--- config.mk ---
export PLATFORM = sky130hd
export DESIGN_NAME = smx_alu
export DESIGN_NICKNAME = d
export VERILOG_FILES = /design/src/hw/rtl/stack_machine_execute_unit_defines.svh /design/src/hw/rtl/smx_pkg.sv /design/src/hw/rtl/smx_alu.sv
export SDC_FILE = /design/constraint.sdc
export NUM_CORES = 1
export LEC_CHECK = 0
export ABC_AREA = 1
export BUFFER_PORTS_ARGS = -buffer_cell sky130_fd_sc_hd__clkbuf_2
export CAP_MARGIN = 15
export CORE_ASPECT_RATIO = 2
export CORE_UTILIZATION = 50
export DETAILED_ROUTE_END_ITERATION = 7
export PLACE_DENSITY = 0.74
export SYNTH_ARGS = -nofsm -noshare
export SYNTH_HDL_FRONTEND = slang
export SYNTH_SLANG_ARGS = --single-unit
--- constraint.sdc ---
create_clock -name aclk -period 4.2 [get_ports aclk]
set_clock_uncertainty 0.05 [all_clocks]
set_input_delay 0.21 -clock aclk [delete_from_list [all_inputs] [get_ports aclk]]
set_output_delay 0.21 -clock aclk [all_outputs]
set_load 0.01 [all_outputs]
--- src/hw/rtl/stack_machine_execute_unit_defines.svh ---
// Assertion helpers used by the execute unit RTL.
`ifndef STACK_MACHINE_EXECUTE_UNIT_DEFINES_SVH
`define STACK_MACHINE_EXECUTE_UNIT_DEFINES_SVH

// same-cycle implication, disabled in reset
`define SMX_ASSERT_IMP(lbl, clk, rstn, ante, cons, msg) \
    lbl: assert property (@(posedge clk) disable iff (!rstn) (ante) |-> (cons)) \
        else $error(msg);

// next-cycle implication, disabled in reset
`define SMX_ASSERT_NEXT(lbl, clk, rstn, ante, cons, msg) \
    lbl: assert property (@(posedge clk) disable iff (!rstn) (ante) |=> (cons)) \
        else $error(msg);

`endif

--- src/hw/rtl/smx_pkg.sv ---
package smx_pkg;

    localparam int DATA_W      = 32;
    localparam int PC_OUT_W    = 12;
    localparam int DEPTH_OUT_W = 9;
    localparam int S_TDATA_W   = 40;
    localparam int M_TDATA_W   = 64;

    typedef enum logic [4:0] {
        OP_PUSH  = 5'd0,  OP_POP   = 5'd1,  OP_SWAP  = 5'd2,  OP_DUP   = 5'd3,
        OP_OVER  = 5'd4,  OP_SIZE  = 5'd5,  OP_INC   = 5'd6,  OP_ADD   = 5'd7,
        OP_SUB   = 5'd8,  OP_MUL   = 5'd9,  OP_DIV   = 5'd10, OP_MOD   = 5'd11,
        OP_NOT   = 5'd12, OP_AND   = 5'd13, OP_OR    = 5'd14, OP_XOR   = 5'd15,
        OP_SHL   = 5'd16, OP_SHR   = 5'd17, OP_LDI   = 5'd18, OP_LDS   = 5'd19,
        OP_STI   = 5'd20, OP_STS   = 5'd21, OP_CMP   = 5'd22, OP_NEG   = 5'd23,
        OP_JMP   = 5'd24, OP_JNZ   = 5'd25, OP_PRINT = 5'd26, OP_NOP   = 5'd27,
        OP_HALT  = 5'd28
    } op_t;

    typedef enum logic [3:0] {
        ALU_ADD, ALU_SUB, ALU_AND, ALU_OR, ALU_XOR, ALU_SHL, ALU_SHR,
        ALU_CMP, ALU_INC, ALU_NOT, ALU_SGN, ALU_MUL, ALU_DIV, ALU_MOD
    } alu_op_t;

    typedef enum logic [2:0] {
        ERR_NONE  = 3'd0,
        ERR_DIV0  = 3'd1,
        ERR_UNDER = 3'd2,
        ERR_OVER  = 3'd3,
        ERR_ADDR  = 3'd4
    } err_t;

    typedef enum logic [3:0] {
        ST_CLEAR, ST_IDLE, ST_RD_A, ST_RD_B, ST_CHECK, ST_ALU,
        ST_WB, ST_WB2, ST_RD_TOP, ST_TOP, ST_OUT
    } state_t;

    typedef struct packed {
        logic    start;
        alu_op_t op;
    } alu_req_t;

    typedef struct packed {
        logic              done;
        logic [DATA_W-1:0] result;
    } alu_rsp_t;

    // entries an opcode needs on the stack
    function automatic logic [1:0] need_of(op_t op);
        case (op)
            OP_POP, OP_STI, OP_JNZ, OP_DUP, OP_INC, OP_NOT, OP_LDS, OP_NEG: need_of = 2'd1;
            OP_SWAP, OP_OVER, OP_ADD, OP_SUB, OP_MUL, OP_DIV, OP_MOD, OP_AND,
            OP_OR, OP_XOR, OP_SHL, OP_SHR, OP_CMP, OP_STS:                    need_of = 2'd2;
            default:                                                          need_of = 2'd0;
        endcase
    endfunction

    // stack pointer change, two's complement
    function automatic logic [1:0] grow_of(op_t op);
        case (op)
            OP_PUSH, OP_SIZE, OP_LDI, OP_DUP, OP_OVER:                        grow_of = 2'b01;
            OP_POP, OP_STI, OP_JNZ, OP_ADD, OP_SUB, OP_MUL, OP_DIV, OP_MOD,
            OP_AND, OP_OR, OP_XOR, OP_SHL, OP_SHR, OP_CMP:                    grow_of = 2'b11;
            OP_STS:                                                           grow_of = 2'b10;
            default:                                                          grow_of = 2'b00;
        endcase
    endfunction

    function automatic logic is_alu(op_t op);
        case (op)
            OP_ADD, OP_SUB, OP_MUL, OP_DIV, OP_MOD, OP_AND, OP_OR, OP_XOR,
            OP_SHL, OP_SHR, OP_CMP, OP_INC, OP_NOT, OP_NEG: is_alu = 1'b1;
            default:                                        is_alu = 1'b0;
        endcase
    endfunction

    function automatic alu_op_t alu_op_of(op_t op);
        case (op)
            OP_SUB:  alu_op_of = ALU_SUB;
            OP_MUL:  alu_op_of = ALU_MUL;
            OP_DIV:  alu_op_of = ALU_DIV;
            OP_MOD:  alu_op_of = ALU_MOD;
            OP_AND:  alu_op_of = ALU_AND;
            OP_OR:   alu_op_of = ALU_OR;
            OP_XOR:  alu_op_of = ALU_XOR;
            OP_SHL:  alu_op_of = ALU_SHL;
            OP_SHR:  alu_op_of = ALU_SHR;
            OP_CMP:  alu_op_of = ALU_CMP;
            OP_INC:  alu_op_of = ALU_INC;
            OP_NOT:  alu_op_of = ALU_NOT;
            OP_NEG:  alu_op_of = ALU_SGN;
            default: alu_op_of = ALU_ADD;
        endcase
    endfunction

endpackage

--- src/hw/rtl/smx_alu.sv ---
module smx_alu import smx_pkg::*; (
    input  logic              aclk,
    input  logic              aresetn,
    input  alu_req_t          req,
    input  logic [DATA_W-1:0] a,
    input  logic [DATA_W-1:0] b,
    output alu_rsp_t          rsp
);

    logic              busy_reg;
    logic              done_reg;
    logic [5:0]        cnt_reg;
    alu_op_t           op_reg;
    logic [DATA_W-1:0] x_reg;
    logic [DATA_W-1:0] y_reg;
    logic [DATA_W:0]   acc_reg;
    logic              neg_q_reg;
    logic              neg_r_reg;
    logic [DATA_W-1:0] res_reg;

    logic [DATA_W-1:0] simple_res;
    logic [DATA_W-1:0] a_abs;
    logic [DATA_W-1:0] b_abs;
    logic [DATA_W:0]   rem_sh;
    logic [DATA_W:0]   rem_sub;
    logic              rem_ge;
    logic              shift_big;

    assign a_abs     = a[DATA_W-1] ? (~a + 1'b1) : a;
    assign b_abs     = b[DATA_W-1] ? (~b + 1'b1) : b;
    assign shift_big = |a[DATA_W-1:5];

    // restoring divide step: quotient bits shift into x_reg
    assign rem_sh  = {acc_reg[DATA_W-1:0], x_reg[DATA_W-1]};
    assign rem_ge  = rem_sh >= {1'b0, y_reg};
    assign rem_sub = rem_sh - {1'b0, y_reg};

    always_comb begin
        case (req.op)
            ALU_ADD: simple_res = b + a;
            ALU_SUB: simple_res = b - a;
            ALU_AND: simple_res = b & a;
            ALU_OR:  simple_res = b | a;
            ALU_XOR: simple_res = b ^ a;
            ALU_SHL: simple_res = shift_big ? '0 : (b << a[4:0]);
            ALU_SHR: simple_res = shift_big ? '0 : (b >> a[4:0]);
            ALU_CMP: simple_res = (a == b) ? '1 : '0;
            ALU_INC: simple_res = a + 1'b1;
            ALU_NOT: simple_res = ~a;
            ALU_SGN: simple_res = {DATA_W{a[DATA_W-1]}};
            default: simple_res = '0;
        endcase
    end

    always_ff @(posedge aclk) begin
        if (!aresetn) begin
            busy_reg <= 1'b0;
            done_reg <= 1'b0;
        end else begin
            done_reg <= 1'b0;
            if (req.start) begin
                op_reg <= req.op;
                case (req.op)
                    ALU_MUL: begin
                        x_reg    <= b;
                        y_reg    <= a;
                        acc_reg  <= '0;
                        cnt_reg  <= 6'd32;
                        busy_reg <= 1'b1;
                    end
                    ALU_DIV, ALU_MOD: begin
                        x_reg     <= b_abs;
                        y_reg     <= a_abs;
                        acc_reg   <= '0;
                        cnt_reg   <= 6'd32;
                        neg_q_reg <= a[DATA_W-1] ^ b[DATA_W-1];
                        neg_r_reg <= b[DATA_W-1];
                        busy_reg  <= 1'b1;
                    end
                    default: begin
                        res_reg  <= simple_res;
                        done_reg <= 1'b1;
                    end
                endcase
            end else if (busy_reg) begin
                if (cnt_reg != 6'd0) begin
                    cnt_reg <= cnt_reg - 6'd1;
                    if (op_reg == ALU_MUL) begin
                        if (y_reg[0]) begin
                            acc_reg <= acc_reg + {1'b0, x_reg};
                        end
                        x_reg <= x_reg << 1;
                        y_reg <= y_reg >> 1;
                    end else begin
                        acc_reg <= rem_ge ? rem_sub : rem_sh;
                        x_reg   <= {x_reg[DATA_W-2:0], rem_ge};
                    end
                end else begin
                    busy_reg <= 1'b0;
                    done_reg <= 1'b1;
                    case (op_reg)
                        ALU_MUL: res_reg <= acc_reg[DATA_W-1:0];
                        ALU_DIV: res_reg <= neg_q_reg ? (~x_reg + 1'b1) : x_reg;
                        default: res_reg <= neg_r_reg ? (~acc_reg[DATA_W-1:0] + 1'b1)
                                                      : acc_reg[DATA_W-1:0];
                    endcase
                end
            end
        end
    end

    assign rsp.done   = done_reg;
    assign rsp.result = res_reg;

endmodule

==> flow_metrics.py, run 1 <==
metrics = {
    "yosys": {
        "seq_area_frac_synth_pct": 16.9,
        "yosys_warnings": 0,
        "synth_edf_count": 140,
        "synth_cell_type_count": 55,
        "synth_fp_nets": 4741,
        "synth_async_sr_flop_share_pct": 0,
        "ys_ff_latch": 142,
        "synthCells": 4471,
        "ys.flop_type": "edfxtp_1",
        "syn_area_mm2": 0.0251,
        "syn_avg_cell_area_um2": 5.62,
    },
    "placement": {
        "place_congestion": 1.28,
        "hpwlAfterDp_um": 129000,
        "io_buffer_count": 103,
        "pre_cts_ws_ns": 0.487,
        "post_dp_cell_area_mm2": 0.0269,
    },
    "grt": {
        "grt_pass1_vias": 38700,
        "grt_start_max_net_pins": 66,
        "grt_overflow_total": 1163,
        "grt_usage_pct": 78.9,
        "grt_pass1_wl_um": 309000,
    },
    "outcome": {
        "outcome": "aborted with a tool error",
        "firstError": "[ERROR GRT-0116] Global routing finished with congestion. Check the congestion regions in the DRC Viewer.",
        "lastStage": "5_1_grt",
    },
    "cts": {
        "root_buffer": "clkbuf_16",
        "cts_num_sinks": 142,
        "h-tree-depth": 4,
        "post-cts-setup-buffer-count": 0,
        "cts.path.max_buffers": 2,
        "cts_inserted_buffers": 17,
    },
    "floorplan": {
        "fp.dieW_um": 160,
        "start_util_pct": 50.9,
        "dieHeight_um": 319,
        "num_io_pins": 104,
        "core.rowCount": 115,
    },
}
-- cells in the mapped netlist (all sizes together) (4+ instances only) --
library cell	n	area share, %
nand3	610	12
nand3b	25	0.75
buf	63	1.4
and3	4	0.10
edfxtp	140	17
nand2	1414	21
inv	644	9.6
nor2	461	7.2
clkbuf	63	0.94
o31ai	8	0.24
nor3	71	1.6
nor4	9	0.25
ha	195	9.7
a211oi	9	0.27
clkinv	5	0.075
nand4	75	1.9
xnor2	11	0.38
a21oi	213	4.3
fa	4	0.32
a21boi	4	0.12
o21bai	22	0.66
o22ai	5	0.12
a31oi	5	0.12
and2	14	0.35
xor2	56	2.0
o211ai	23	0.69
or2	14	0.35
o21ai	290	5.8
-- logic make-up after synthesis --
kind of cell / Yosys count / share of synthesized area (%)
simple gates: 2697 / 46.0
buf+inv: 775 / 12.0
flops: 142 / 16.9
fa+ha+maj: 199 / 10.0
compound gates: 591 / 12.7
xor+xnor: 67 / 2.34
-- metal layers --
layer / global-route usage (%) / GRT overflow
met5: 17.5 / 2
met4: 86.4 / 377
met3: 57.9 / 14
met2: 100 / 763
met1: 76.3 / 7
-- per-stage QoR --
step,cells,hold WS [ns]
2_1_floorplan,4471,0.259
3_3_place_gp,5228,0.389
3_5_place_dp,5228,0.392
4_1_cts,5265,0.167
-- timing repair --
item / in CTS
hold buffers: 5
resized for setup: 0
hold endpoints to repair: 5
==> inputs of run 2 (changes only) <==
- CORE_ASPECT_RATIO: 2 -> unset
- CORE_UTILIZATION: 50 -> 35
- PLACE_DENSITY: 0.74 -> unset
- PLACE_DENSITY_LB_ADDON: unset -> 0.15
==> run 2 against run 1 <==
  * The flow now finishes without violations
  * Area after synthesis stayed put
  * Synthesized cell count stayed put
==> flow_metrics.py, run 2 <==
metrics = {
    "outcome": {
        "outcome": "finished clean",
    },
    "grt": {
        "grt_usage_pct": 38.1,
        "grt_pass1_wl_um": 202000,
        "grt_start_max_net_pins": 70,
        "grt_overflow_total": 0,
        "grt_antenna_before_repair": 5,
        "grt_pass1_vias": 29500,
    },
    "sta": {
        "rsz0062_at_grt": "no",
        "fmax_ghz": 0.258,
        "drv_slew": 0,
        "slew_headroom_pct": 30.8,
        "holdWs_ns": 0.133,
        "setup_viol": 0,
        "worstMarginPinSlew_ns": 1.03,
        "timing.final.crit_share_pct": 92.1,
        "hold_viol": 0,
        "post-route-min-period_ns": 3.87,
        "setup-tns-final_ns": 0,
    },
    "yosys": {
        "synth.most_common_cell": "nand2_1",
        "synth_cell_type_count": 55,
        "synth_compound_area_share_pct": 12.7,
        "syn_area_mm2": 0.0251,
        "yosysTopAreaCellShare_pct": 21.0,
        "synth_top_family_by_area": "simple AND/OR/NAND/NOR gates",
        "synth_top_area_cell": "nand2_1",
        "yosys_warnings": 0,
        "syn_avg_cell_area_um2": 5.62,
        "synth_async_sr_flop_share_pct": 0,
        "synth.area.mux_share_pct": 0,
        "synth_common_cells": "nand2_1, inv_1, nand3_1, nor2_1, o21ai_0",
        "synth_edf_count": 140,
        "synthXorXnorAreaFrac_pct": 2.34,
        "seq_area_frac_synth_pct": 16.9,
        "ys_ff_latch": 142,
        "ys.flop_type": "edfxtp_1",
        "yosys.area_share.adder_pct": 10.0,
        "synthCells": 4471,
        "synth_fp_nets": 4741,
        "yosys.area_share.simple_pct": 46.0,
        "synth_area_leaders": "nand2_1, edfxtp_1, nand3_1",
    },
    "floorplan": {
        "fp.dieW_um": 270,
        "dieHeight_um": 270,
        "core_area_mm2": 0.0705,
        "core.rowCount": 97,
        "dieArea_mm2": 0.0728,
        "start_util_pct": 35.6,
        "num_io_pins": 104,
    },
    "worst_setup_path": {
        "reg2reg_slack_ns": 0.90,
        "worst_r2r_path_depth": 11,
        "cp_data_arrival_time_ns": 4.04,
        "endpoint_kind": "flop",
        "start_kind": "input port",
        "timing.rr.start": "op_reg[1]$_DFFE_PP_",
        "crit_chain": "dlygate4sd3_1 -> clkbuf_2 -> inv_1 -> nor2_1 -> nand2_1 -> inv_1 -> buf_12 -> nor2_1 -> ha_1 -> nand2_1 -> inv_1 -> nand2_1 -> nor3_1 -> nand4_1 -> nand3_1 -> nand2_1 -> nand3_1 -> nand3_1 -> nand2_1 -> nand2_1",
        "cpMostUsedCell": "nand2_1",
        "critPathTopFamily": "simple AND/OR/NAND/NOR gates",
        "cp.depth": 20,
        "reg2reg_to": "res_reg[6]$_DFFE_PP_",
        "max_stage_delay_ns": 0.52,
        "critPathMaxFanout": 30,
        "slowest_stage": "dlygate4sd3_1",
        "critPathBufInv": 6,
        "worstPathRequired_ns": 4.37,
        "crit_type": "in -> reg",
    },
    "detailed_routing": {
        "drc": 0,
        "routed_via_density": 5.64,
        "drt_iter0_drc": 3894,
        "antenna_left": 0,
        "dr.pass1.iters": 6,
        "post_drt_wl_per_cell_um": 25.3,
        "wl_um": 142000,
        "num_vias": 31600,
    },
    "job": {
        "maxCapViolations": 0,
    },
    "final_layout": {
        "final_cell_mix": "nand2_1, inv_1, nand3_1",
        "drive_gt1_share_pct": 8.65,
        "fillers": 8004,
        "final_nets": 4927,
        "final_common_cell": "nand2_1",
        "num_antenna_cells": 0,
        "syn2layout_area_growth_pct": 12.8,
    },
    "placement": {
        "io_buffer_count": 103,
        "hpwlAfterDp_um": 119000,
        "place_congestion": 1.08,
    },
    "cts": {
        "cts_num_sinks": 142,
        "root_buffer": "clkbuf_16",
        "cts_tree": "done",
        "ctsResizeCount": 0,
        "clk_pin_slew_worst_paths_ns": 0.06,
        "post-cts-setup-buffer-count": 0,
        "cts_inserted_buffers": 17,
        "insertion_delay_ns": 0.49,
        "cts.path.max_buffers": 2,
        "h-tree-depth": 4,
    },
    "power": {
        "ir_drop_mv": 0.227,
        "p_per_area_mw_per_mm2": 233,
        "power_leakage_nw": 14.6,
    },
    "hold_path": {
        "hold_start": "req[4]",
        "hold_path_class": "in -> reg",
        "whs_path_depth": 2,
        "hold_end": "cnt_reg[1]$_SDFFCE_PP0P_",
    },
}
-- run 2: cell counts after synthesis --
Identical to the previous run, type by type.
-- run 2: how the worst max path moves through the flow --
stage	from	end	slack, ns
after floorplan	cnt_reg[0]$_SDFFCE_PP0P_	acc_reg[0]$_SDFFCE_PP0P_	0.98
after global placement	req[3]	res_reg[18]$_DFFE_PP_	0.59
after detailed placement	req[3]	res_reg[18]$_DFFE_PP_	0.56
after global routing	req[3]	res_reg[18]$_DFFE_PP_	0.32
after CTS	req[3]	res_reg[18]$_DFFE_PP_	0.52
final	req[3]	res_reg[18]$_DFFE_PP_	0.33
-- run 2: routing by layer --
metal	vias up	track usage [%]	part of all wire, %	routed length, µm
met5	-	0	0.034	48
met1	14600	47.8	40	56500
met4	8	29.7	9.2	13000
li1	14900	-	-	-
met3	383	5.89	8.5	12000
met2	1663	58.3	42	60300
-- run 2: metrics by stage --
step                power, mW  utilization, %  instances  area [µm²]  setup slack [ns]
global route             6.90            40.2       5610       28300             0.323
finish                   6.60            40.2       5610       28300             0.331
CTS                      6.51            40.2       5610       28300             0.521
detailed placement       4.89            39.3       5573       27700             0.559
floorplan                3.62               -       4471       25100             0.979
global placement         4.91            39.3       5573       27700             0.586
-- run 2: cells by family (layout without fill, tap and decap cells) --
| group | count (synthesis) | in the layout |
|---|---|---|
| DFF | 142 | 142 |
| adders and majority gates | 199 | 199 |
| AOI/OAI and AO/OA | 591 | 591 |
| buffers and inverters | 775 | 974 |
| xor gates and xnor gates | 67 | 67 |
| and+or+nand+nor | 2697 | 2697 |
-- run 2: worst register-to-register path: stages, from the launching register on --
cell and delay [ns]:
edfxtp_1 0.40, nand4_2 0.26, clkinv_1 0.45, nor2_2 0.64
inv_1 0.42, nor2_1 0.23, nand2_1 0.07, nand2_1 0.05
o21bai_1 0.15, o31ai_1 0.12, nand2_1 0.13, nand2_1 0.07
-- run 2: report_power, final --
part | internal (mW) | switching [mW]
Clock | 0.900 | 0.715
Combinational | 0.931 | 2.24
Sequential | 1.68 | 0.129
-- run 2: cell type report --
type                       instances  area (µm²)  area share (%)
clock inverter                    14         159           0.561
inverter                         649        2440            8.61
multi-input combinational       3554       17900            63.1
clock buffer                      18         439            1.55
tap                              940        1180            4.15
timing repair buffer             293        1990            7.04
sequential                       142        4240            15.0
-- run 2: repair_timing --
item / in CTS / in global routing
hold buffers: 5 / 0
setup endpoints to repair: 0 / 0
hold endpoints to repair: 5 / 0
No activity file was read; power rests on OpenSTA's default activity.
